File: src/hw/rtl/oriented_circle_tangent_points_assert.svh
// ---------------------------------------------------------------------------
// Assertion macros for the tangent point block
// Shared property forms: same-cycle implication and next-cycle implication.
// ---------------------------------------------------------------------------
`ifndef ORIENTED_CIRCLE_TANGENT_POINTS_ASSERT_SVH
`define ORIENTED_CIRCLE_TANGENT_POINTS_ASSERT_SVH

// ante holds -> cons holds in the same cycle
`define OTP_ASSERT_IMPLIES(label, ante, cons, msg) \
   label: assert property (@(posedge clock) disable iff (reset) (ante) |-> (cons)) \
      else $error(msg);

// ante holds -> cons holds in the next cycle
`define OTP_ASSERT_NEXT(label, ante, cons, msg) \
   label: assert property (@(posedge clock) disable iff (reset) (ante) |=> (cons)) \
      else $error(msg);

`endif

File: src/hw/rtl/otp_pkg.sv
// ---------------------------------------------------------------------------
// otp_pkg
// Types and constants of the oriented circle tangent point pipeline.
// ---------------------------------------------------------------------------
package otp_pkg;

   localparam int COORD_BITS  = 32;
   localparam int RADIUS_BITS = 31;
   localparam int UNIT_BITS   = 24;            // fraction bits of unit vectors
   localparam int DIFF_BITS   = COORD_BITS + 1;
   localparam int MAG_BITS    = 31;            // normalized magnitudes
   localparam int AK_BITS     = 35;            // normalized |k|, holds saturation
   localparam int LEN_BITS    = 32;
   localparam int SQ_BITS     = 64;
   localparam int SQ_STEPS    = SQ_BITS / 2;
   localparam int SQ2_BITS    = 2 * UNIT_BITS + 2;
   localparam int SQ2_STEPS   = UNIT_BITS + 1;
   localparam int VEC_BITS    = UNIT_BITS + 2;
   localparam int NORM_CELLS  = 5;
   localparam int LANES       = 3;
   localparam int LANE_X      = 0;
   localparam int LANE_Y      = 1;
   localparam int LANE_K      = 2;

   localparam logic [AK_BITS-1:0] AK_LIMIT = 35'h2_0000_0000;
   localparam logic [AK_BITS-1:0] AK_SAT   = 35'h4_0000_0000;

   typedef enum logic [1:0] {
      STATUS_OK         = 2'd0,
      STATUS_COINCIDENT = 2'd1,
      STATUS_NO_TANGENT = 2'd2
   } status_type;

   typedef struct packed {
      logic signed [COORD_BITS-1:0] first_center_x;
      logic signed [COORD_BITS-1:0] first_center_y;
      logic signed [COORD_BITS-1:0] first_center_z;
      logic [RADIUS_BITS-1:0]       first_radius;
      logic                         first_clockwise;
      logic signed [COORD_BITS-1:0] second_center_x;
      logic signed [COORD_BITS-1:0] second_center_y;
      logic signed [COORD_BITS-1:0] second_center_z;
      logic [RADIUS_BITS-1:0]       second_radius;
      logic                         second_clockwise;
   } req_type;

   typedef struct packed {
      logic signed [COORD_BITS-1:0] first_point_x;
      logic signed [COORD_BITS-1:0] first_point_y;
      logic signed [COORD_BITS-1:0] first_point_z;
      logic signed [COORD_BITS-1:0] second_point_x;
      logic signed [COORD_BITS-1:0] second_point_y;
      logic signed [COORD_BITS-1:0] second_point_z;
      logic [1:0]                   tangent_status;
   } rsp_type;

   typedef struct packed {
      req_type req;
      logic    neg_x;
      logic    neg_y;
      logic    neg_k;
      logic    same;
      logic    coincident;
      logic    no_tangent;
   } ctx_type;

   typedef struct packed {
      ctx_type              ctx;
      logic [MAG_BITS-1:0]  ax;
      logic [MAG_BITS-1:0]  ay;
      logic [AK_BITS-1:0]   ak;
   } norm_type;

   typedef struct packed {
      ctx_type                              ctx;
      logic [LEN_BITS-1:0]                  den;
      logic [LANES-1:0][LEN_BITS-1:0]       rem;
      logic [LANES-1:0][UNIT_BITS-1:0]      quo;
      logic [LANES-1:0]                     one;
   } div_type;

   typedef struct packed {
      ctx_type                     ctx;
      logic signed [VEC_BITS-1:0]  ux;
      logic signed [VEC_BITS-1:0]  uy;
      logic signed [VEC_BITS-1:0]  c;
   } unit_type;

endpackage

File: src/hw/rtl/otp_div_cell.sv
// ---------------------------------------------------------------------------
// otp_div_cell
// One restoring division step for the three fraction lanes (x, y, k).
// ---------------------------------------------------------------------------
module otp_div_cell import otp_pkg::*; (
   input  logic    clock,
   input  logic    reset,
   input  logic    en,
   input  logic    in_valid,
   input  div_type in_data,
   output logic    out_valid,
   output div_type out_data
);

   logic [LEN_BITS:0] shifted [LANES];
   logic [LANES-1:0]  take;
   logic              valid_ff;
   div_type           data_ff;
   div_type           data_in;

   always_comb begin
      data_in = in_data;
      for (int l = 0; l < LANES; l++) begin
         shifted[l] = {in_data.rem[l], 1'b0};
         take[l]    = shifted[l] >= {1'b0, in_data.den};
         data_in.rem[l] = take[l] ? LEN_BITS'(shifted[l] - {1'b0, in_data.den})
                                  : shifted[l][LEN_BITS-1:0];
         data_in.quo[l] = {in_data.quo[l][UNIT_BITS-2:0], take[l]};
      end
   end

   always_ff @(posedge clock) begin
      if (reset) begin
         valid_ff <= 1'b0;
      end else if (en) begin
         valid_ff <= in_valid;
      end
   end

   always_ff @(posedge clock) begin
      if (en) begin
         data_ff <= data_in;
      end
   end

   assign out_valid = valid_ff;
   assign out_data  = data_ff;

endmodule

File: config.mk
export PLATFORM = sky130hd
export DESIGN_NAME = otp_div_cell
export DESIGN_NICKNAME = d
export VERILOG_FILES = /design/src/hw/rtl/oriented_circle_tangent_points_assert.svh /design/src/hw/rtl/otp_pkg.sv /design/src/hw/rtl/otp_div_cell.sv
export SDC_FILE = /design/constraint.sdc
export NUM_CORES = 1
export LEC_CHECK = 0
export BUFFER_PORTS_ARGS = -buffer_cell sky130_fd_sc_hd__buf_4
export CAP_MARGIN = 20
export CORE_AREA = 4 4 358 360
export DETAILED_ROUTE_END_ITERATION = 16
export DIE_AREA = 0 0 362 364
export SKIP_LAST_GASP = 1
export SYNTH_ARGS = -nofsm -noshare
export SYNTH_HDL_FRONTEND = slang
export SYNTH_SLANG_ARGS = --single-unit
File: constraint.sdc
create_clock -name clock -period 5.9 [get_ports clock]
set_input_delay 1.18 -clock clock [delete_from_list [all_inputs] [get_ports clock]]
set_output_delay 1.18 -clock clock [all_outputs]
set_load 0.05 [all_outputs]
# [Word-level counts from Yosys, hierarchy flattened]
# Index checks and enable logic that the tools add are counted.
[word_totals] register_bits=466 mem_count=0 wordCells=37 ramBits=0 inputBits=469 mem_bits_ro=0 output_inout_bits=466 latch_bits=0
[op_classes] div=0 mux=3 n_mul=0 n_addsub=3 n_bitwise=0 magnitude_cmp=3 eq_ne=0 shift=0 n_reduce_logical=0
[op_table] cell="33-bit by 32-bit >= comparator with 1-bit output" n=3
[op_table] cell="32-bit two-way mux" n=3
[op_table] cell="32-bit subtractor" n=3

# [Depth between registers and ports, before layout]
[logic_depth] word_depth=2 ltp_mapped=14 depth_no_buf=12

# [Least setup slack after synthesis]
# OpenSTA, ideal clock, no wires.
[synth_path] path_kind="in2reg" startpoint="input port in_data[172] (netlist name)" endpoint="register data_ff (netlist bit out_data[111]), data pin" path_stages=13 arrival_ns=4.053 setup_time_ns=0.260 n_path_buf=1 t_required_ns=5.640 slack_ns=1.587 path_cell_list="inv_1 > ha_1 > nor2b_1 > o31a_1 > o21ai_2 > nand2_2 > a2111o_1 > a41o_1 > a21boi_2 > a211oi_2 > a2111oi_4 > buf_6 > mux2_4"
[synth_rtl] element="start: declaration" line="otp_div_cell.sv:10" source="input div_type in_data,"
[synth_rtl] element="end signal: assignment" line="otp_div_cell.sv:42" source="data_ff <= data_in;"
[synth_rtl] element="end: declaration" line="otp_div_cell.sv:18" source="div_type data_ff;"

==> results.md <==
* Io pins at 935
* Post_cts resized at 0
* Critical Path, Cell by Cell: buf_4 -> inv_1 -> ha_1 -> a21oi_1 -> o21ai_1 -> a21oi_2 -> nand2_2 -> a2111o_1 -> a41o_1 -> a21boi_2 -> a211oi_2 -> a2111oi_4 -> buf_4 -> mux2_2
* Max_cap viols at 0
* Pin count of the biggest net entering global routing at 97
* # H-tree levels at 2
* Vias in the first global route at 16045
* DR vias/cell at 3.98
* Slew Viols, Final at 0
* Main synth FF type: edfxtp_1
* Hpwl dp at 107000 um
* Final Worst Setup Slack at 1420 ps
* DRT Pass-1 Iters at 4
* CTS root buf: clkbuf_16
* Routed WL at 126000 um
* CTS Sinks at 466
* Die area at 132000 um^2
* Post-synthesis sequential area ratio at 69.2%
* Total power at 11.1 mW
* CTS tree: built
* Crit-path max FO at 27
* Slowest-stage cell, CP: buf_4
* Grt ovf at 0
* Critical Path Most Common Cell: buf_4
* Antenna-violating nets left at 0
* Number of buffers added on ports at 931
* Worst-path clk slew at 60 ps
* F_max at 223 MHz
* GRT Overall Usage at 18.1%
* Async S/R FF share, synth at 0%
* Required time worst endpoint at 6320 ps
* Peak supply drop at 0.000229 V
* GPL Wtd Cong at 0.917
* Routed via count at 16100
* Status: finished, final reports clean
* First-pass GRT wire length at 157000 um
* PwrDens at 354 nW/um^2
* CP endpoint kind: flip-flop
* Crit start category: input port
* Normalized max-slew margin at 46.2%
* Fin crit period at 4480 ps
* Worst-Margin Slew at 807 ps
* DIE HEIGHT at 364 um
* DRC errors left at 0
* RSZ-0062 raised after global routing: false
* Fraction of final layout cells sized beyond drive strength 1 at 46.6%
* CTS Hold Bufs at 0
* Post-synth top cells: 465 x edfxtp_1, 132 x a21oi_1, 99 x nor2_1
* Site row count at 130
* Synth top area cells: edfxtp_1 69%, ha_1 5.9%, a21oi_1 3.3%, xnor2_1 2.0%, mux2_4 2.0%
* Setup Crit Path Kind: input port to flip-flop
* Syn avg cell area at 14.8 um^2
* Number of synthesized register bits at 466
* Worst slack, placed at 742 ps
* Die width at 362 um
* TritonCTS Buffers at 61
* Area Growth Syn to Fin at 55.6%
* Starting DRC count in detailed routing at 966
* Final Cycle Share at 75.9%
* Cell Area, Synth at 20200 um^2
* Top-count cell post-synth: edfxtp_1
* Number of synthesized flops with an enable pin at 465
* Total core area at 125000 um^2
* Area leader, netlist: edfxtp_1
* # Post-CTS Setup Buffers at 0
* Setup TNS Final at 0 ps
* Nets@finish at 2905
* Routed WL per cell at 31.1 um
* FF/Latch Area at 14000 um^2
* Worst-skew pair later-pin latency at 640 ps
* Mapped Cells at 1362
* Hold Crit Class: flip-flop to flip-flop
* Setup Skew at 0 ps
* Final setup vio count at 0
* Syn Nets at 1930
* LEAKAGE at 13.0 nW
* Antenna violations before repair at 72
* Critical Path Max Stage Delay at 510 ps
* Yosys warnings at 0
* Yosys top cell area share at 69.1%
* Final hold vios at 0
* Library cells used by synthesis at 72
* Starting Density at 16.1%
* CTS max path bufs at 3
* Multi-input gate area at 5840 um^2
* # fillers at 13098
* Critical Path AT at 4890 ps
## layout make-up
| class | instances | area share, % |
|---|---|---|
| Tap cell | 1650 | 6.57 |
| Clock buffer | 69 | 4.95 |
| Sequential cell | 466 | 44.5 |
| Timing Repair Buffer | 946 | 22.9 |
| Clock inverter | 42 | 1.74 |
| Antenna cell | 13 | 0.103 |
| Inverter | 56 | 0.669 |
| Multi-Input combinational cell | 806 | 18.6 |
## final timing paths
path / end / slack, ps / cells after the start / from
worst min register to register: out_valid / 500 / 2 / out_valid
worst max register to register: out_valid / 5320 / 2 / out_valid
worst max-delay path: out_data[110] / 1420 / 14 / in_data[178]
worst min-delay path: out_valid / 500 / 2 / out_valid
## worst max-delay path: cells and delay by family
| kind | cells | cell delay [ps] |
|---|---|---|
| AND/OR/NAND/NOR | 1 | 120 |
| multiplexers | 1 | 400 |
| buffers and inverters | 3 | 820 |
| adder cells (fa/ha/maj) | 1 | 330 |
| AO/OA/AOI/OAI | 8 | 2010 |
## report_power, final
part / internal [mW] / total, mW / switching (mW)
Clock: 2.38 / 3.99 / 1.61
Sequential: 4.03 / 4.12 / 0.0984
Combinational: 0.940 / 2.99 / 2.05
## sequential cells by signal, indices dropped and copies added (netlist names)
name       count
out_data     465
out_valid      1
## per-stage QoR
step / cells / area (um^2) / hold WS, ps / utilization [%]
after floorplan: 1362 / 20200 / 733 / -
after global placement: 3924 / 29300 / 485 / 23.4
after detailed placement: 3924 / 29300 / 484 / 23.4
after CTS: 4035 / 31400 / 501 / 25.1
after global routing: 4036 / 31400 / 598 / 25.1
final: 4048 / 31400 / 498 / 25.1
## cells by family (layout without fill, tap and decap cells)
| kind of cell | after synthesis | in the layout | synth area share, % |
|---|---|---|---|
| AO/OA/AOI/OAI | 307 | 307 | 9.59 |
| XOR/XNOR | 85 | 85 | 3.69 |
| adder cells (fa/ha/maj) | 99 | 99 | 6.24 |
| buffers and inverters | 90 | 1113 | 1.86 |
| flip-flops | 466 | 466 | 69.2 |
| multiplexers | 53 | 53 | 3.44 |
| other | 0 | 13 | 0 |
| AND/OR/NAND/NOR | 262 | 262 | 5.95 |
## layout by cell type, fill, tap and decap left out, drive strengths merged, types with 5 or more instances in the layout
master,instances
o31a,5
nand2,67
xor2,38
o21bai,14
buf,946
nor2,99
a21o,30
a31oi,13
o211ai,6
clkbuf,69
o21a,8
bufinv,11
ha,96
edfxtp,465
o21ai,53
xnor2,47
nor2b,12
inv,60
nand4,16
nand3,21
clkinv,24
nor3,16
nand2b,6
diode,13
o31ai,5
a21oi,133
mux2,51
and3,11
a211oi,10
## layer usage
layer | vias up | wire length [um] | global-route usage, %
met1 | 7826 | 44300 | 18.9
met5 | - | 351 | 0
li1 | 7176 | - | -
met4 | 56 | 4630 | 5.64
met2 | 818 | 58600 | 30.0
met3 | 224 | 17900 | 11.2
Note: power is estimated with default switching activity, not from simulation.
