File: src/hw/rtl/oriented_circle_tangent_points_assert.svh
// ---------------------------------------------------------------------------
// Assertion macros for the tangent point block
// Shared property forms: same-cycle implication and next-cycle implication.
// ---------------------------------------------------------------------------
`ifndef ORIENTED_CIRCLE_TANGENT_POINTS_ASSERT_SVH
`define ORIENTED_CIRCLE_TANGENT_POINTS_ASSERT_SVH

// ante holds -> cons holds in the same cycle
`define OTP_ASSERT_IMPLIES(label, ante, cons, msg) \
   label: assert property (@(posedge clock) disable iff (reset) (ante) |-> (cons)) \
      else $error(msg);

// ante holds -> cons holds in the next cycle
`define OTP_ASSERT_NEXT(label, ante, cons, msg) \
   label: assert property (@(posedge clock) disable iff (reset) (ante) |=> (cons)) \
      else $error(msg);

`endif

File: src/hw/rtl/otp_sqrt_cell.sv
// ---------------------------------------------------------------------------
// otp_sqrt_cell
// One digit of the bitwise integer square root, with a side payload.
// ---------------------------------------------------------------------------
module otp_sqrt_cell #(
   parameter int WIDTH = 64,
   parameter int STEP  = 0,
   parameter int PAY_W = 1
) (
   input  logic             clock,
   input  logic             reset,
   input  logic             en,
   input  logic             in_valid,
   input  logic [WIDTH-1:0] in_rad,
   input  logic [WIDTH-1:0] in_root,
   input  logic [PAY_W-1:0] in_pay,
   output logic             out_valid,
   output logic [WIDTH-1:0] out_rad,
   output logic [WIDTH-1:0] out_root,
   output logic [PAY_W-1:0] out_pay
);

   localparam logic [WIDTH:0] BIT = (WIDTH + 1)'(1) << (2 * STEP);

   logic [WIDTH:0]   trial;
   logic             take;
   logic [WIDTH-1:0] rad_in;
   logic [WIDTH-1:0] root_in;
   logic             valid_ff;
   logic [WIDTH-1:0] rad_ff;
   logic [WIDTH-1:0] root_ff;
   logic [PAY_W-1:0] pay_ff;

   always_comb begin
      trial   = {1'b0, in_root} + BIT;
      take    = {1'b0, in_rad} >= trial;
      rad_in  = take ? (in_rad - trial[WIDTH-1:0]) : in_rad;
      root_in = take ? ((in_root >> 1) + BIT[WIDTH-1:0]) : (in_root >> 1);
   end

   always_ff @(posedge clock) begin
      if (reset) begin
         valid_ff <= 1'b0;
      end else if (en) begin
         valid_ff <= in_valid;
      end
   end

   always_ff @(posedge clock) begin
      if (en) begin
         rad_ff  <= rad_in;
         root_ff <= root_in;
         pay_ff  <= in_pay;
      end
   end

   assign out_valid = valid_ff;
   assign out_rad   = rad_ff;
   assign out_root  = root_ff;
   assign out_pay   = pay_ff;

endmodule

File: config.mk
export PLATFORM = sky130hd
export DESIGN_NAME = otp_sqrt_cell
export DESIGN_NICKNAME = d
export VERILOG_FILES = /design/src/hw/rtl/oriented_circle_tangent_points_assert.svh /design/src/hw/rtl/otp_sqrt_cell.sv
export SDC_FILE = /design/constraint.sdc
export NUM_CORES = 1
export LEC_CHECK = 0
export ABC_AREA = 1
export BUFFER_PORTS_ARGS = -buffer_cell sky130_fd_sc_hd__buf_2
export CORE_ASPECT_RATIO = 0.6
export CORE_MARGIN = 2
export CORE_UTILIZATION = 36
export CTS_BUF_LIST = sky130_fd_sc_hd__clkbuf_2
export DETAILED_ROUTE_END_ITERATION = 10
export PLACE_DENSITY = 0.67
export SLEW_MARGIN = 15
export SYNTH_ARGS = -nofsm -noshare
export SYNTH_HDL_FRONTEND = slang
export SYNTH_SLANG_ARGS = --single-unit
File: constraint.sdc
create_clock -name clock -period 3.7 [get_ports clock]
set_clock_uncertainty 0.1 [all_clocks]
set_input_delay 0.74 -clock clock [delete_from_list [all_inputs] [get_ports clock]]
set_output_delay 0.74 -clock clock [all_outputs]
set_load 0.02 [all_outputs]
Word level (Yosys, flattened, before mapping)

Index checks and enable logic that the tools add are counted.

Multiplexer cells: 2
Add/subtract/negate cells: 3
$lt $le $gt $ge: 1

Operator list:

| cell                    | number |
|---|---|
| $add A64 B1 Y65 const B | 1 |
| $ge A64 B65 Y1          | 1 |
| $add A63 B1 Y64 const B | 1 |
| $mux W64                | 1 |
| $sub A64 B64 Y64        | 1 |
| $mux W63                | 1 |

Bits of input ports: 133
Register bits after elaboration: 130
Output and inout port bits: 130
Word-level logic and storage cells: 11

Logic depth before layout (Yosys ltp)

Word-level depth: 3
Depth in mapped cells: 30
Mapped depth without buffers: 27

Least setup slack after synthesis

Ideal clock, no wire load.

Path type: in2reg
Start: input in_root[0]
End: register root_ff[32] (netlist: out_root[32]), data pin
Library setup time: 0.252 ns
Arrival: 3.633 ns
Required time: 3.348 ns
Buffers on the path: 4
Setup slack: -0.286 ns
Cell stages on the path: 27
Path through: ha_1 -> buf_4 -> nand2_1 -> nor2_2 -> inv_2 -> nor2_8 -> nand2_4 -> nor2_8 -> nand2_4 -> nor2_1 -> nand2_1 -> xor2_1 -> ha_1 -> nand2_1 -> nor2_1 -> nand2_1 -> nor2_1 -> nand2_1 -> nor2_1 -> nor2_1 -> nand2_1 -> nand2_1 -> buf_6 -> buf_6 -> buf_6 -> nand3_1 -> nand2_1

Word-level cells in the longest chain between the ends: 3

RTL lines:

| what                 | RTL line            | text |
|---|---|---|
| start, declared      | otp_sqrt_cell.sv:15 | `input logic [WIDTH-1:0] in_root,` |
| $add A64 B1 Y65      | otp_sqrt_cell.sv:35 | `trial = {1'b0, in_root} + BIT;` |
| $ge A64 B65 Y1       | otp_sqrt_cell.sv:36 | `take = {1'b0, in_rad} >= trial;` |
| $mux W63             | otp_sqrt_cell.sv:38 | `root_in = take ? ((in_root >> 1) + BIT[WIDTH-1:0]) : (in_root >> 1);` |
| net root_in[32]      | otp_sqrt_cell.sv:28 | `logic [WIDTH-1:0] root_in;` |
| end signal, assigned | otp_sqrt_cell.sv:52 | `root_ff <= root_in;` |
| end, declared        | otp_sqrt_cell.sv:31 | `logic [WIDTH-1:0] root_ff;` |

The timed path passes the listed nets, and every way through them passes these cells.
A chain may end at the register's enable or synchronous reset.

Final worst setup path

Start: input in_root[29]
End: register root_ff[43] (netlist: out_root[43]), data pin

Word-level cells in the longest chain between the ends: 3
Elaborated cells on any way between the ends: 4
Classes of those cells: 2 x add/sub; 1 x order compare; 1 x mux

RTL lines:

| what            | RTL line |
|---|---|
| $add A64 B1 Y65 | otp_sqrt_cell.sv:35 |
| $ge A64 B65 Y1  | otp_sqrt_cell.sv:36 |
| $mux W63 (*)    | otp_sqrt_cell.sv:38 |
| net root_in[43] | otp_sqrt_cell.sv:28 |

Mark *: on every way through the listed nets, which the timed path passes. The rest lies on a longest branch.

==> flow_summary.toml <==
[outcome]
status = "complete, but fails checks"
failed_checks = "negative setup slack"

[drt]
via_count = 18726
number_of_nets_with_antenna_violations_after_detailed_routing = 0
routed_wire_length_per_instance_um = 20.8
drtPass1Iterations = 5
drt-met1-wl_um = 37300
postRouteWirelength_um = 78300
wl_met3_um = 9940
post_drt_via_cell_ratio = 4.99
drtIter0Drc = 2379
top_signal_layer_used = "met4"
post-route-drc-count = 0
met2WireLength_um = 29800

[global_route]
grtUsageTotal_pct = 35.7
maximum_number_of_pins_on_one_net_before_global_route_repair = 85
antenna_violations_before_repair = 1
gr-total-overflow = 0
via_count_of_the_first_global_routing_pass = 16664
grt_pass1_wl_um = 106000

[synthesis]
synthDistinctLibCells = 37
mappedNetlistNets = 2506
synth-simple-area-share_pct = 42.0
xor_xnor_share_of_the_synthesized_area_pct = 9.48
ys_seq_area_share_pct = 27.2
post_synthesis_instance_area_mm2 = 0.0143
yosys_warnings = 0
synth-adder-area-share_pct = 5.91
post_synth.cell_area_avg_um2 = 6.21
synth_top_family_by_area = "simple AND/OR/NAND/NOR gates"
postSynthCellCount = 2306
yosys-mux-area-fraction_pct = 0.140
share_of_the_synthesized_area_in_compound_gates_ao_oa_aoi_oai_pct = 3.56
synth-seq-cells = 130

[hold_path]
hold_class = "input port to register"

[setup_path]
worst_r2r_endpoint = "out_valid$_SDFFE_PP0P_"
crit_path_start_kind = "input port"
cp_data_arrival_time_ns = 4.28
r2r_cells = 3
worst-path-max-fanout = 4
reg2reg_setup_slack_ns = 2.42
worstSetupEndpointType = "register"
timing.setup.critical_path_class = "input port to register"
worst_setup_path_startpoint = "in_root[29]"
worst_r2r_startpoint = "out_valid$_SDFFE_PP0P_"
crit_end = "out_root[43]$_DFFE_PP_"
cp.required_ns = 4.22

[sta]
grt_setup_unrepaired = "true"
slew-limit-headroom_pct = 42.2
post-route-period-util_pct = 102
final-setup-viol-count = 18
maxSlewViolCount = 0
fmax_ghz = 0.266
max_slew.worst_pin.slew_ns = 0.864
finalWorstPathRequiredPeriod_ns = 3.76
final.setup.worst_slack_ns = -0.0561
final_hold_viol_count = 0

[cells_and_area]
area_growth_syn_to_layout_pct = 61.1
layoutNonFillerInstCount = 3755
finish.instance_area_mm2 = 0.0231
fin_nets = 3418
layout-drive-gt1-share_pct = 37.2
finish.utilization_pct = 58.9

[clock_network]
cts_num_sinks = 130
cts_made_buffers = 17
clock_latency_ns = 0.83
cts_root_buf = "clkbuf_2"
htree_levels = 4
cts.clk_slew.worst_paths_ns = 0.28
cts_tree = "yes"
ctsLongestPathBuffers = 2

[floorplan]
die-height_um = 158
core_area_mm2 = 0.0392
die_area_mm2 = 0.0414
placement_rows = 56
fp.dieW_um = 261
pin_count = 263
initial_core_util_pct = 36.6

[power_and_ir_drop]
pwr-share-comb_pct = 51.3
cellLeakagePower_nw = 12.4
flop_pwr_share_pct = 31.9
clock_power_share_pct = 16.8
sw_ratio_pct = 43.6
vdd_drop_max_uv = 185
report.power.total_w = 0.00605
switchingPower_w = 0.00264
pwr_dens_mw_per_mm2 = 262
power.internal_w = 0.00341

[placed_design]
dp_slack_ns = -1.55
io_buffer_count = 262
dp.final_hpwl_um = 63500
post-place-cells = 3667
post_dp_cell_area_mm2 = 0.0210
rd_place_congestion = 1.04

[job]
cap_violations = 0
flip-flops by register name, summed over array words and instances (netlist names):
| register | cells |
|---|---|
| out_root | 64 |
| out_valid | 1 |
| out_pay | 1 |
| out_rad | 64 |
metrics by stage:
step	hold slack, ns	TNS (ns)
4_1_cts	0.0104	0
3_3_place_gp	0.376	-213.14
5_1_grt	0.0386	-0.761
2_1_floorplan	0.479	-10.40
6_report	0.0766	-0.437
3_5_place_dp	0.386	-191.29
metal layers:
layer,track usage (%),up-vias
met5,0,-
met4,6.63,0
met3,12.4,52
met2,47.9,983
met1,54.1,8614
li1,-,9077
synthesized netlist by cell type, drive strengths merged:
library cell	number	area, µm²
o21a	2	15.0
fa	1	20.0
inv	335	1260
a21o	1	7.51
nor3b	3	22.5
ha	66	826
edfxtp	129	3870
nor2	215	850
buf	49	315
clkbuf	25	109
nand4	40	250
o21ai	20	100
nand3b	4	30.0
or2	2	12.5
nand2b	1	6.26
nor3	42	225
nand3	229	1150
o21bai	9	67.6
xnor2	33	289
a21oi	64	320
and2	1	6.26
nor4	9	56.3
and3	1	6.26
mux2i	2	20.0
xor2	122	1070
nand2	900	3400
dfxtp	1	20.0
critical path, stage by stage:
cell and delay, ns:
buf_2 0.11, buf_4 0.12, nand4_1 0.28, or2_4 0.38, nor2_4 0.19, nand4_1 0.16
nor2_2 0.19, xnor2_2 0.18, ha_1 0.34, buf_4 0.17, nand2_2 0.08, buf_4 0.15
o21ai_4 0.08, a21oi_4 0.14, nand2_1 0.06, nand2_1 0.07, nand2_2 0.06, nand2_4 0.13
nand2_8 0.08, buf_12 0.15, buf_8 0.14, buf_4 0.14, nand2_1 0.05, nand2_1 0.06
power by group through the flow:
stage | combinational (W) | clock [W] | sequential, W
after floorplan | 0.00114 | 0 | 0.00221
after global placement | 0.00273 | 0 | 0.00196
after detailed placement | 0.00275 | 0 | 0.00196
after CTS | 0.00279 | 0.00102 | 0.00193
after global routing | 0.00333 | 0.00106 | 0.00195
final | 0.00310 | 0.00102 | 0.00193
how the worst min path moves through the flow:
stage	from	to	slack, ns	depth (start not counted)
2_1_floorplan	out_valid$_SDFFE_PP0P_	out_valid$_SDFFE_PP0P_	0.48	2
3_3_place_gp	out_valid$_SDFFE_PP0P_	out_valid$_SDFFE_PP0P_	0.38	2
3_5_place_dp	out_valid$_SDFFE_PP0P_	out_valid$_SDFFE_PP0P_	0.39	2
4_1_cts	in_rad[40]	out_rad[40]$_DFFE_PP_	0.01	3
5_1_grt	in_rad[4]	out_rad[4]$_DFFE_PP_	0.04	3
6_report	in_rad[56]	out_rad[56]$_DFFE_PP_	0.08	3
final cells by class:
cell class / count / area [µm²]
Sequential cell: 130 / 3890
Timing Repair Buffer: 967 / 7090
Inverter: 335 / 1260
Clock buffer: 18 / 90.1
Fill cell: 3809 / 16100
Multi-Input combinational cell: 1767 / 9960
Tap cell: 522 / 653
Clock inverter: 14 / 130
Antenna cell: 2 / 5.00
cell families (layout without fill, tap and decap cells):
kind of cell    count (synthesis)  count (layout)
simple gates                 1447            1447
mux                             2               2
other cells                     0               2
flops                         130             130
compound gates                 96              96
xor+xnor                      155             155
fa+ha+maj                      67              67
buf+inv                       409            1334
repair_timing:
| action | in CTS | in global routing |
|---|---|---|
| hold endpoints to repair | 15 | 0 |
| gates cloned | 0 | 10 |
| setup endpoints to repair | 128 | 128 |
| resized for setup | 49 | 210 |
| pin swaps | 6 | 76 |
| hold buffers | 16 | 0 |
| setup buffers | 1 | 30 |
layout by cell type (no fill, tap or decap), types with 16 or more instances in the layout:
cell type,n
xor2_2,19
clkbuf_2,18
nand3_2,18
buf_2,259
nor2_4,21
buf_4,650
a21oi_1,48
ha_1,51
xor2_1,101
inv_1,324
nor2_2,30
xnor2_1,30
nor2_1,162
nor3_1,24
edfxtp_1,129
nand2_2,36
dlygate4sd3_1,16
nand4_1,40
nand2_1,850
nand3_1,208
Power figures use the tool's default switching activity.
