## src/hw/rtl/oriented_circle_tangent_points_assert.svh

```systemverilog
// ---------------------------------------------------------------------------
// Assertion macros for the tangent point block
// Shared property forms: same-cycle implication and next-cycle implication.
// ---------------------------------------------------------------------------
`ifndef ORIENTED_CIRCLE_TANGENT_POINTS_ASSERT_SVH
`define ORIENTED_CIRCLE_TANGENT_POINTS_ASSERT_SVH

// ante holds -> cons holds in the same cycle
`define OTP_ASSERT_IMPLIES(label, ante, cons, msg) \
   label: assert property (@(posedge clock) disable iff (reset) (ante) |-> (cons)) \
      else $error(msg);

// ante holds -> cons holds in the next cycle
`define OTP_ASSERT_NEXT(label, ante, cons, msg) \
   label: assert property (@(posedge clock) disable iff (reset) (ante) |=> (cons)) \
      else $error(msg);

`endif

```

## src/hw/rtl/otp_pkg.sv

```systemverilog
// ---------------------------------------------------------------------------
// otp_pkg
// Types and constants of the oriented circle tangent point pipeline.
// ---------------------------------------------------------------------------
package otp_pkg;

   localparam int COORD_BITS  = 32;
   localparam int RADIUS_BITS = 31;
   localparam int UNIT_BITS   = 24;            // fraction bits of unit vectors
   localparam int DIFF_BITS   = COORD_BITS + 1;
   localparam int MAG_BITS    = 31;            // normalized magnitudes
   localparam int AK_BITS     = 35;            // normalized |k|, holds saturation
   localparam int LEN_BITS    = 32;
   localparam int SQ_BITS     = 64;
   localparam int SQ_STEPS    = SQ_BITS / 2;
   localparam int SQ2_BITS    = 2 * UNIT_BITS + 2;
   localparam int SQ2_STEPS   = UNIT_BITS + 1;
   localparam int VEC_BITS    = UNIT_BITS + 2;
   localparam int NORM_CELLS  = 5;
   localparam int LANES       = 3;
   localparam int LANE_X      = 0;
   localparam int LANE_Y      = 1;
   localparam int LANE_K      = 2;

   localparam logic [AK_BITS-1:0] AK_LIMIT = 35'h2_0000_0000;
   localparam logic [AK_BITS-1:0] AK_SAT   = 35'h4_0000_0000;

   typedef enum logic [1:0] {
      STATUS_OK         = 2'd0,
      STATUS_COINCIDENT = 2'd1,
      STATUS_NO_TANGENT = 2'd2
   } status_type;

   typedef struct packed {
      logic signed [COORD_BITS-1:0] first_center_x;
      logic signed [COORD_BITS-1:0] first_center_y;
      logic signed [COORD_BITS-1:0] first_center_z;
      logic [RADIUS_BITS-1:0]       first_radius;
      logic                         first_clockwise;
      logic signed [COORD_BITS-1:0] second_center_x;
      logic signed [COORD_BITS-1:0] second_center_y;
      logic signed [COORD_BITS-1:0] second_center_z;
      logic [RADIUS_BITS-1:0]       second_radius;
      logic                         second_clockwise;
   } req_type;

   typedef struct packed {
      logic signed [COORD_BITS-1:0] first_point_x;
      logic signed [COORD_BITS-1:0] first_point_y;
      logic signed [COORD_BITS-1:0] first_point_z;
      logic signed [COORD_BITS-1:0] second_point_x;
      logic signed [COORD_BITS-1:0] second_point_y;
      logic signed [COORD_BITS-1:0] second_point_z;
      logic [1:0]                   tangent_status;
   } rsp_type;

   typedef struct packed {
      req_type req;
      logic    neg_x;
      logic    neg_y;
      logic    neg_k;
      logic    same;
      logic    coincident;
      logic    no_tangent;
   } ctx_type;

   typedef struct packed {
      ctx_type              ctx;
      logic [MAG_BITS-1:0]  ax;
      logic [MAG_BITS-1:0]  ay;
      logic [AK_BITS-1:0]   ak;
   } norm_type;

   typedef struct packed {
      ctx_type                              ctx;
      logic [LEN_BITS-1:0]                  den;
      logic [LANES-1:0][LEN_BITS-1:0]       rem;
      logic [LANES-1:0][UNIT_BITS-1:0]      quo;
      logic [LANES-1:0]                     one;
   } div_type;

   typedef struct packed {
      ctx_type                     ctx;
      logic signed [VEC_BITS-1:0]  ux;
      logic signed [VEC_BITS-1:0]  uy;
      logic signed [VEC_BITS-1:0]  c;
   } unit_type;

endpackage

```

## src/hw/rtl/otp_norm_cell.sv

```systemverilog
// ---------------------------------------------------------------------------
// otp_norm_cell
// One normalizer step: shifts the magnitudes left by SHIFT when room is left.
// ---------------------------------------------------------------------------
module otp_norm_cell import otp_pkg::*; #(
   parameter int SHIFT = 1
) (
   input  logic     clock,
   input  logic     reset,
   input  logic     en,
   input  logic     in_valid,
   input  norm_type in_data,
   output logic     out_valid,
   output norm_type out_data
);

   logic [MAG_BITS-1:0]       m;
   logic                      do_shift;
   logic [AK_BITS+SHIFT-1:0]  ak_wide;
   logic                      valid_ff;
   norm_type                  data_ff;
   norm_type                  data_in;

   always_comb begin
      m        = (in_data.ax > in_data.ay) ? in_data.ax : in_data.ay;
      do_shift = (m >> (MAG_BITS - SHIFT)) == '0;
      ak_wide  = {in_data.ak, {SHIFT{1'b0}}};
      data_in  = in_data;
      if (do_shift) begin
         data_in.ax = in_data.ax << SHIFT;
         data_in.ay = in_data.ay << SHIFT;
         // |k| that would pass 2^33 is clamped to 2^34 (always above any length)
         data_in.ak = (ak_wide > {{SHIFT{1'b0}}, AK_LIMIT}) ? AK_SAT
                                                           : ak_wide[AK_BITS-1:0];
      end
   end

   always_ff @(posedge clock) begin
      if (reset) begin
         valid_ff <= 1'b0;
      end else if (en) begin
         valid_ff <= in_valid;
      end
   end

   always_ff @(posedge clock) begin
      if (en) begin
         data_ff <= data_in;
      end
   end

   assign out_valid = valid_ff;
   assign out_data  = data_ff;

endmodule

```

## config.mk

```make
export PLATFORM = sky130hd
export DESIGN_NAME = otp_norm_cell
export DESIGN_NICKNAME = d
export VERILOG_FILES = /design/src/hw/rtl/oriented_circle_tangent_points_assert.svh /design/src/hw/rtl/otp_pkg.sv /design/src/hw/rtl/otp_norm_cell.sv
export SDC_FILE = /design/constraint.sdc
export NUM_CORES = 1
export LEC_CHECK = 0
export ABC_AREA = 1
export BUFFER_PORTS_ARGS = -buffer_cell sky130_fd_sc_hd__buf_4
export CAP_MARGIN = 15
export CORE_AREA = 2 2 285 287
export DETAILED_ROUTE_END_ITERATION = 8
export DIE_AREA = 0 0 287 289
export GPL_TIMING_DRIVEN = 0
export SLEW_MARGIN = 20
export SYNTH_ARGS = -nofsm -noshare
export SYNTH_HDL_FRONTEND = slang
export SYNTH_SLANG_ARGS = --single-unit
```

## constraint.sdc

```tcl
create_clock -name clock -period 3.1 [get_ports clock]
set_input_delay 0.93 -clock clock [delete_from_list [all_inputs] [get_ports clock]]
set_output_delay 0.93 -clock clock [all_outputs]
set_load 0.1 [all_outputs]
```

Word level (Yosys, flattened, before mapping) --
Cells that the tools add are included.
Operators by class: equal/unequal tests 0, shift-type cells 0, multipliers 0, reduce and logical (&&, ||, !) cells 1, bitwise logic cells 0, add/subtract/negate cells 0, muxes and demuxes 3, divide/modulo/power cells 0, order comparisons 2
Operators with widths (number):
- 97-bit two-way mux | 1
- 36-bit by 34-bit > comparator with 1-bit output (second input constant) | 1
- 35-bit two-way mux | 1
- 31-bit > comparator | 1
- 31-bit logical NOT | 1
- 31-bit two-way mux | 1
Word-level totals: RAM bits 0, bits in latches 0, bits in registers 360, output and inout port bits 360, memories 0, input port bits 363, logic and storage cells 28, bits in read-only memories 0

Logic depth before layout (Yosys ltp) --
Gate-level depths: netlist (run 1).
depth after elaboration 4, mapped depth 17, gate-level depth less buffers 15

Worst setup path after synthesis (run 1) --
OpenSTA, ideal clock, no wires.
path type input to register, from in in_data[65] (netlist name), to reg data_ff, in the netlist out_data[38] (data pin), library setup time 0.254 ns, data required time 2.846 ns, stages on the path 14, arrival 2.363 ns, path buffers 2, setup slack 0.483 ns, path through inv_1 ha_1 nand2_1 nor2_2 and3_1 nand2_1 nor2_2 nand2_2 nand2_2 nand2_2 buf_8 buf_8 nand3_1 nand2_1
RTL lines:
- start: declaration | line otp_norm_cell.sv:12 | input norm_type in_data,
- end signal: assignment | line otp_norm_cell.sv:48 | data_ff <= data_in;
- end: declaration | line otp_norm_cell.sv:21 | norm_type data_ff;

==> impl_metrics.ini, run 1 <==
[status]
status = finished, final reports clean

[power]
switching_power_uw = 6440
clkPwrFrac_pct = 34.1
intPower_uw = 10300
power.leakage_uw = 0.00974
power_density_nw_per_um2 = 752
p_sw_share_pct = 38.4
seq_power_share_pct = 35.8
pwr-share-comb_pct = 30.1
ir_worst_vdd_v = 0.000478

[critical_path]
arrival_ns = 3.21
startpoint_type = input port
critPathRequiredTime_ns = 3.42
worstPathMaxFanout = 10
end_kind = register
path_class = input port to register

[timing]
fmax_mhz = 347
hold_viol = 0
fin_crit_sh_pct = 92.9
tightest_slew_ns = 0.691
rsz0062_at_grt = no
relSlewSlack_pct = 53.9
skew_ns = 0
slew_viol_final = 0
setup_viol = 0
min_period_ns = 2.88

[cts]
clock_path_buffers = 3
htreeDepth = 2
cts_hold_buf = 0
clock_sinks = 360
cts-buffers-inserted = 47
post_cts_buffers = 0
cts_resized = 0
cts-root-buf = clkbuf_16
clk_latency_ns = 0.59
cts_tree = built
path_clk_slew_ns = 0.06

[detailed_routing]
ant_nets = 0
num_vias = 10963
remaining_drc_errors = 0
wirelength_um = 65600
wl_per_cell_um = 23.3
firstDrtPassIters = 5
post_drt_via_cell_ratio = 3.89
drt_iter0_drc = 595

[finish]
final_util_pct = 27.9
area_delta_synth_final_pct = 61.4
fin_nets = 2112
fillers = 8326
final_cells = 2821
drive_gt1_share_pct = 48.1

[global_routing]
first_global_vias = 10613
grt_max_degree = 100
antenna_found_initial = 17
grt_pass1_wl_um = 84500
grt_overflow_total = 0
grt_use_total_pct = 14.8

[synthesis]
synth_area_per_cell_sq_um = 14.7
synthTopCellsByCount = 359 x edfxtp_1, 190 x nand3_1, 146 x nand2_1, 83 x inv_1, 42 x a21oi_1
yosysWarnings = 0
yosysMostFrequentCell = edfxtp_1
async_reset_ff_share_pct = 0
synth.distinct_cells = 22
synth_top_cell_by_area = edfxtp_1
synth_fp_nets = 1337
synth_top_area_share_pct = 78.0
synth_edf_count = 359
synthCells = 943
ys_ff_latch = 360
ys.flop_type = edfxtp_1
syn_area_sq_um = 13800
synthTopCellsByArea = edfxtp_1 78%, nand3_1 6.9%, nand2_1 4.0%
ys_seq_area_share_pct = 78.1

[job]
drv_cap = 0

[die]
die-width_um = 287
die-area_sq_um = 82900
initial_core_util_pct = 17.3
rows = 104
ioPinCount = 723
dieHeight_um = 289
core_area_sq_um = 79900

[placement]
gp_congestion = 0.828
port_buffers = 722
hpwl_um = 53400
dp_cells = 2729

[worst_hold_path]
hold_path.class = register to register
[layout by cell type (no fill, tap or decap), types with 8 or more instances in the layout]
master / synthesis / final
clkbuf_16: 0 / 48
buf_2: 14 / 14
buf_8: 8 / 9
nand2_1: 146 / 146
clkbuf_1: 9 / 15
nor2_1: 16 / 16
clkinv_1: 0 / 8
buf_4: 8 / 729
ha_1: 31 / 31
clkinv_2: 0 / 9
a21oi_1: 42 / 42
inv_1: 83 / 83
edfxtp_1: 359 / 359
nand3_1: 190 / 190
nand4_1: 11 / 11
[path summary, 6_finish.rpt]
path	start	end	slack (ns)	cells past startpoint
setup / recovery	in_data[49]	out_data[40]	0.22	16
hold / removal	out_valid	out_valid	0.51	2
setup reg to reg	out_valid	out_valid	2.51	2
hold reg to reg	out_valid	out_valid	0.51	2
[cell type report]
type	instances	area (sq um)	area share, %
antenna	6	15.0	0.0673
multi-input combinational	454	2350	10.5
timing repair buffer	726	5540	24.8
clock inverter	32	383	1.72
buffer	46	363	1.63
inverter	83	312	1.40
sequential	360	10800	48.4
clock buffer	54	1220	5.49
tap	1060	1330	5.95
[through the flow]
stage | setup WS (ns) | hold WS, ns | total power [uW] | cell area [sq um] | setup TNS [ns]
after floorplan | 0.483 | 0.971 | 9640 | 13800 | 0
after global placement | -2.00 | 0.495 | 11200 | 20600 | -705.34
after detailed placement | -0.383 | 0.497 | 11200 | 20700 | -27.41
after CTS | 0.260 | 0.455 | 17100 | 22300 | 0
after global routing | 0.0584 | 0.466 | 17300 | 22300 | 0
final | 0.219 | 0.509 | 16800 | 22300 | 0
[layer usage]
metal / track usage (%) / up-vias / part of all wire [%]
li1: - / 4982 / -
met1: 14.8 / 5318 / 34
met2: 25.9 / 529 / 50
met3: 7.57 / 110 / 12
met4: 5.96 / 24 / 3.9
met5: 0 / - / 0.23
[flip-flops by register name, summed over array words and instances (netlist names)]
name       cells
out_data     359
out_valid      1
[worst max-delay path, cell delays in order]
cell and delay [ns]:
buf_4 0.10, inv_1 0.04, ha_1 0.29, nand2_1 0.08, nor2_1 0.14, nand2_1 0.06
nor2_1 0.39, nand2_1 0.10, nand2_1 0.11, nand2_1 0.08, nand2_2 0.10, nand3_2 0.12
buf_4 0.22, buf_2 0.24, nand3_1 0.12, nand2_1 0.08
[power by group through the flow]
stage / combinational (uW) / sequential [uW] / clock (uW)
final: 5050 / 6000 / 5730
after floorplan: 433 / 9210 / 0
after detailed placement: 5090 / 6100 / 0
after CTS: 5090 / 6010 / 5960
after global routing: 5190 / 6040 / 6110
after global placement: 5050 / 6120 / 0
[logic make-up after synthesis]
family / share of synthesized area, %
multiplexers: 0.0724
buffers and inverters: 4.88
adder cells (fa/ha/maj): 2.81
AND/OR/NAND/NOR: 12.4
flip-flops: 78.1
AO/OA/AOI/OAI: 1.70
Power figures use the tool's default switching activity.
==> run 2, diff against run 1 <==
--- a/config.mk
+++ b/config.mk
@@ -12,6 +12,7 @@
 export DETAILED_ROUTE_END_ITERATION = 8
 export DIE_AREA = 0 0 287 289
 export GPL_TIMING_DRIVEN = 0
+export REMOVE_ABC_BUFFERS = 1
 export SLEW_MARGIN = 20
 export SYNTH_ARGS = -nofsm -noshare
 export SYNTH_HDL_FRONTEND = slang
==> run 2 against run 1 <==
  * Non-clock buffer count down 41
  * Cell area down 0.52%
  * Setup slack got worse by 0.12 ns
  * Sequential cell count did not move
  * Critical path depth decreased by 4
  * Global-route usage hardly changed
  * First-iteration DRC count down 5.4%
  * Clock skew unchanged
  * Critical path type unchanged
  * Largest power group unchanged
==> impl_metrics.ini, run 2 (synthesized netlist as in run 1, its figures left out) <==
[status]
status = finished, final reports clean

[cts]
htreeDepth = 2
post_cts_buffers = 0
cts_tree = built
clk_latency_ns = 0.59
clock_sinks = 360
cts_hold_buf = 0
clock_path_buffers = 3
cts-root-buf = clkbuf_16
path_clk_slew_ns = 0.06
cts-buffers-inserted = 48

[placement]
dp_slack_ns = -0.803
place_area_sq_um = 20500
port_buffers = 722
gp_congestion = 0.789
hpwl_um = 51000

[detailed_routing]
drt_iter0_drc = 563
ant_nets = 0
post_drt_via_cell_ratio = 3.91
wirelength_um = 66400
wl_per_cell_um = 23.9
num_vias = 10897
remaining_drc_errors = 0
firstDrtPassIters = 4

[critical_path]
cpMostUsedCell = nand2_1
cp.depth = 12
path_buf_inv = 2
startpoint_type = input port
worstPathMaxFanout = 20
path_cells = buf_4, clkinvlp_4, ha_1, nand2_1, nor2_2, nand4_1, nor2_1, nand2_1, nand2_4, nand3_2, nand3_1, nand2_1
critPathMaxStageDelay_ns = 0.55
crit_family = simple AND/OR/NAND/NOR gates
end_kind = register
r2r_setup_slack_ns = 2.48
crit_slowest_cell = nand3_2
r2r_cells = 2
path_class = input port to register
arrival_ns = 3.34
critPathRequiredTime_ns = 3.44

[die]
core_area_sq_um = 79900
dieHeight_um = 289
ioPinCount = 723
die-area_sq_um = 82900
rows = 104
die-width_um = 287
initial_core_util_pct = 17.3

[timing]
slew_viol_final = 0
tns_ns = 0
min_period_ns = 3.00
relSlewSlack_pct = 47.7
hold_viol = 0
setup_viol = 0
hold_slack_ns = 0.492
rsz0062_at_grt = no
tightest_slew_ns = 0.783
fin_crit_sh_pct = 96.8
finalWorstSetupSlack_ns = 0.0979
skew_ns = 0
fmax_mhz = 333

[power]
power_density_nw_per_um2 = 748
ir_worst_vdd_v = 0.000404
power.leakage_uw = 0.00964

[global_routing]
first_global_vias = 10467
grt_max_degree = 99
grt_pass1_wl_um = 84800
grt_overflow_total = 0
antenna_found_initial = 21
grt_use_total_pct = 14.7

[job]
drv_cap = 0

[finish]
area_delta_synth_final_pct = 60.6
final_cell_mix = 721 x buf_4, 359 x edfxtp_1, 189 x nand3_1
largest_reg_flops = 359
drive_gt1_share_pct = 47.6
fin_nets = 2077
finish.instance_area_sq_um = 22200
layout_commonest_cell = buf_4
final_util_pct = 27.8
fillers = 8314

[worst_hold_path]
hold_path.class = input port to register
hold_path_depth = 2
run 2: through the flow:
step           total power [uW]  std cells
2_1_floorplan              9560        897
3_3_place_gp              11100       2679
3_5_place_dp              11100       2687
4_1_cts                   16800       2776
5_1_grt                   17200       2780
6_report                  16600       2784
run 2: layout make-up:
class	count	area [sq um]	area share [%]
multi-input cells	459	2480	11.2
clock inverters	29	322	1.45
inverters	83	315	1.42
clock buffers	58	1260	5.67
diodes	4	10.0	0.0451
repair buffers	731	5670	25.6
well taps	1060	1330	5.98
flip-flops and latches	360	10800	48.7
run 2: worst paths after layout:
check | from | to
worst max register to register | out_valid | out_valid
worst min-delay path | reset | out_valid
worst max-delay path | in_data[65] | out_data[4]
worst min register to register | out_valid | out_valid
run 2: worst register-to-register path, stage by stage, from the launching register on:
cell and delay, ns:
dfxtp_1 0.33, mux2i_1 0.13, nor2_1 0.06
run 2: what timing repair did:
action                     in CTS  in global routing
hold endpoints to repair        0                  0
setup endpoints to repair      57                 65
cloned                          2                  4
gates resized for setup         2                  8
pin swaps                       2                  3
run 2: per-layer routing:
metal	track usage, %	up-vias	part of all wire, %
met1	16.3	5315	36
li1	-	4914	-
met5	0	-	0.32
met3	7.33	95	11
met4	3.32	34	1.8
met2	25.4	539	50
run 2: where the power goes:
group / total (uW) / switching (uW) / internal, uW
registers: 6010 / 137 / 5870
logic: 5030 / 4020 / 1000
clock network: 5570 / 2310 / 3260
==> run 3, diff against run 2 <==
--- a/config.mk
+++ b/config.mk
@@ -9,6 +9,7 @@
 export BUFFER_PORTS_ARGS = -buffer_cell sky130_fd_sc_hd__buf_4
 export CAP_MARGIN = 15
 export CORE_AREA = 2 2 285 287
+export CTS_BUF_LIST = sky130_fd_sc_hd__clkbuf_16
 export DETAILED_ROUTE_END_ITERATION = 8
 export DIE_AREA = 0 0 287 289
 export GPL_TIMING_DRIVEN = 0
==> run 3 against run 2 <==
  * Power decreased by 0.47%
  * Global-route usage unchanged
  * Fmax decreased by 0.14%
  * Setup slack got worse by 0.0042 ns
  * Via count increased by 0.60%
  * Highest routed layer unchanged
  * Sequential cell count unchanged
  * Largest cell class unchanged
  * Combinational power about the same
  * Critical path type unchanged
  * Cell area about the same
==> impl_metrics.ini, run 3 (synthesized netlist as in run 1, its figures left out) <==
[critical_path]
critPathRequiredTime_ns = 3.44
crit_slowest_cell = nand3_2
cpMostUsedCell = nand2_1
critPathMaxStageDelay_ns = 0.54
arrival_ns = 3.35
startpoint_type = input port
path_cells = buf_4, clkinvlp_4, ha_1, nand2_1, nor2_2, nand4_1, nor2_1, nand2_1, nand2_4, nand3_2, nand3_1, nand2_1
worstPathMaxFanout = 20
path_class = input port to register
end_kind = register

[die]
die-area_sq_um = 82900
core_area_sq_um = 79900
rows = 104
dieHeight_um = 289
die-width_um = 287
initial_core_util_pct = 17.3
ioPinCount = 723

[cts]
post_cts_buffers = 0
path_clk_slew_ns = 0.06
clk_latency_ns = 0.59
htreeDepth = 2
cts_tree = built
cts-buffers-inserted = 48
clock_sinks = 360
cts-root-buf = clkbuf_16
clock_path_buffers = 3
cts_hold_buf = 0

[finish]
layout_commonest_cell = buf_4
largest_reg_flops = 359
final_cell_mix = 721 x buf_4, 359 x edfxtp_1, 189 x nand3_1
fin_nets = 2077
fillers = 8319
final_util_pct = 27.7
drive_gt1_share_pct = 47.5
register_area_sq_um = 10800
area_delta_synth_final_pct = 60.4
final_cells = 2784
multiInputGateArea_sq_um = 2480

[detailed_routing]
wirelength_um = 66500
drt_iter0_drc = 564
wl_per_cell_um = 23.9
ant_nets = 0
num_vias = 10962
post_drt_via_cell_ratio = 3.94
remaining_drc_errors = 0
firstDrtPassIters = 5

[placement]
dp_cells = 2687
gp_congestion = 0.789
port_buffers = 722
dp_slack_ns = -0.803
hpwl_um = 51000

[power]
p_total_uw = 16500
power.leakage_uw = 0.00966
ir_worst_vdd_v = 0.000404
power_density_nw_per_um2 = 746

[timing]
hold_slack_ns = 0.492
relSlewSlack_pct = 48.8
setup_viol = 0
finalWorstSetupSlack_ns = 0.0937
fmax_mhz = 333
rsz0062_at_grt = no
min_period_ns = 3.01
slew_viol_final = 0
fin_crit_sh_pct = 97.0
tightest_slew_ns = 0.768
skew_ns = 0
hold_viol = 0

[global_routing]
grt_pass1_wl_um = 84800
grt_max_degree = 99
grt_overflow_total = 0
first_global_vias = 10469
antenna_found_initial = 21
grt_use_total_pct = 14.7

[status]
status = finished, final reports clean

[job]
drv_cap = 0

[worst_hold_path]
hold_path.class = input port to register
==> run 3: per-stage QoR <==
stage	setup TNS (ns)	area, sq um
after floorplan	-30.05	13500
after global placement	-884.43	20200
after detailed placement	-62.34	20500
after CTS	0	22100
after global routing	0	22200
final	0	22200
==> run 3: routing by layer <==
layer / vias to the layer above / GRT usage, % / part of all wire [%]
met5: - / 0 / 0.32
met4: 34 / 3.32 / 1.9
met3: 94 / 7.33 / 12
met2: 572 / 25.4 / 50
met1: 5347 / 16.3 / 36
li1: 4915 / - / -
==> run 3: final timing paths <==
check        depth (start not counted)  slack [ns]   startpoint      endpoint
max                                 12        0.09  in_data[65]  out_data[22]
min                                  2        0.49        reset     out_valid
max reg2reg                          2        2.48    out_valid     out_valid
min reg2reg                          2        0.56    out_valid     out_valid
==> run 3: what timing repair did <==
item,in CTS,in global routing
endpoints found under the setup margin,57,64
gates resized for setup,2,8
gates cloned,2,4
pin swaps,2,3
==> run 3: worst max-delay path, delay by kind of cell <==
family | cells | cell delay (ns)
buffers and inverters | 2 | 0.36
adder cells (fa/ha/maj) | 1 | 0.38
AND/OR/NAND/NOR | 9 | 1.67
==> run 3: cell type report <==
type	instances	share of cell area (%)
clock buffers	48	5.42
multi-input cells	459	11.2
well taps	1060	5.98
diodes	4	0.0451
flip-flops and latches	360	48.7
clock inverters	39	1.62
inverters	83	1.42
repair buffers	731	25.6
==> run 3: where the power goes <==
group          switching [uW]  internal [uW]  total [uW]  leakage, uW
clock                    2310           3180        5490     0.000781
sequential                137           5870        6010      0.00352
combinational            4020           1000        5030      0.00536
total                    6470          10100       16500      0.00966
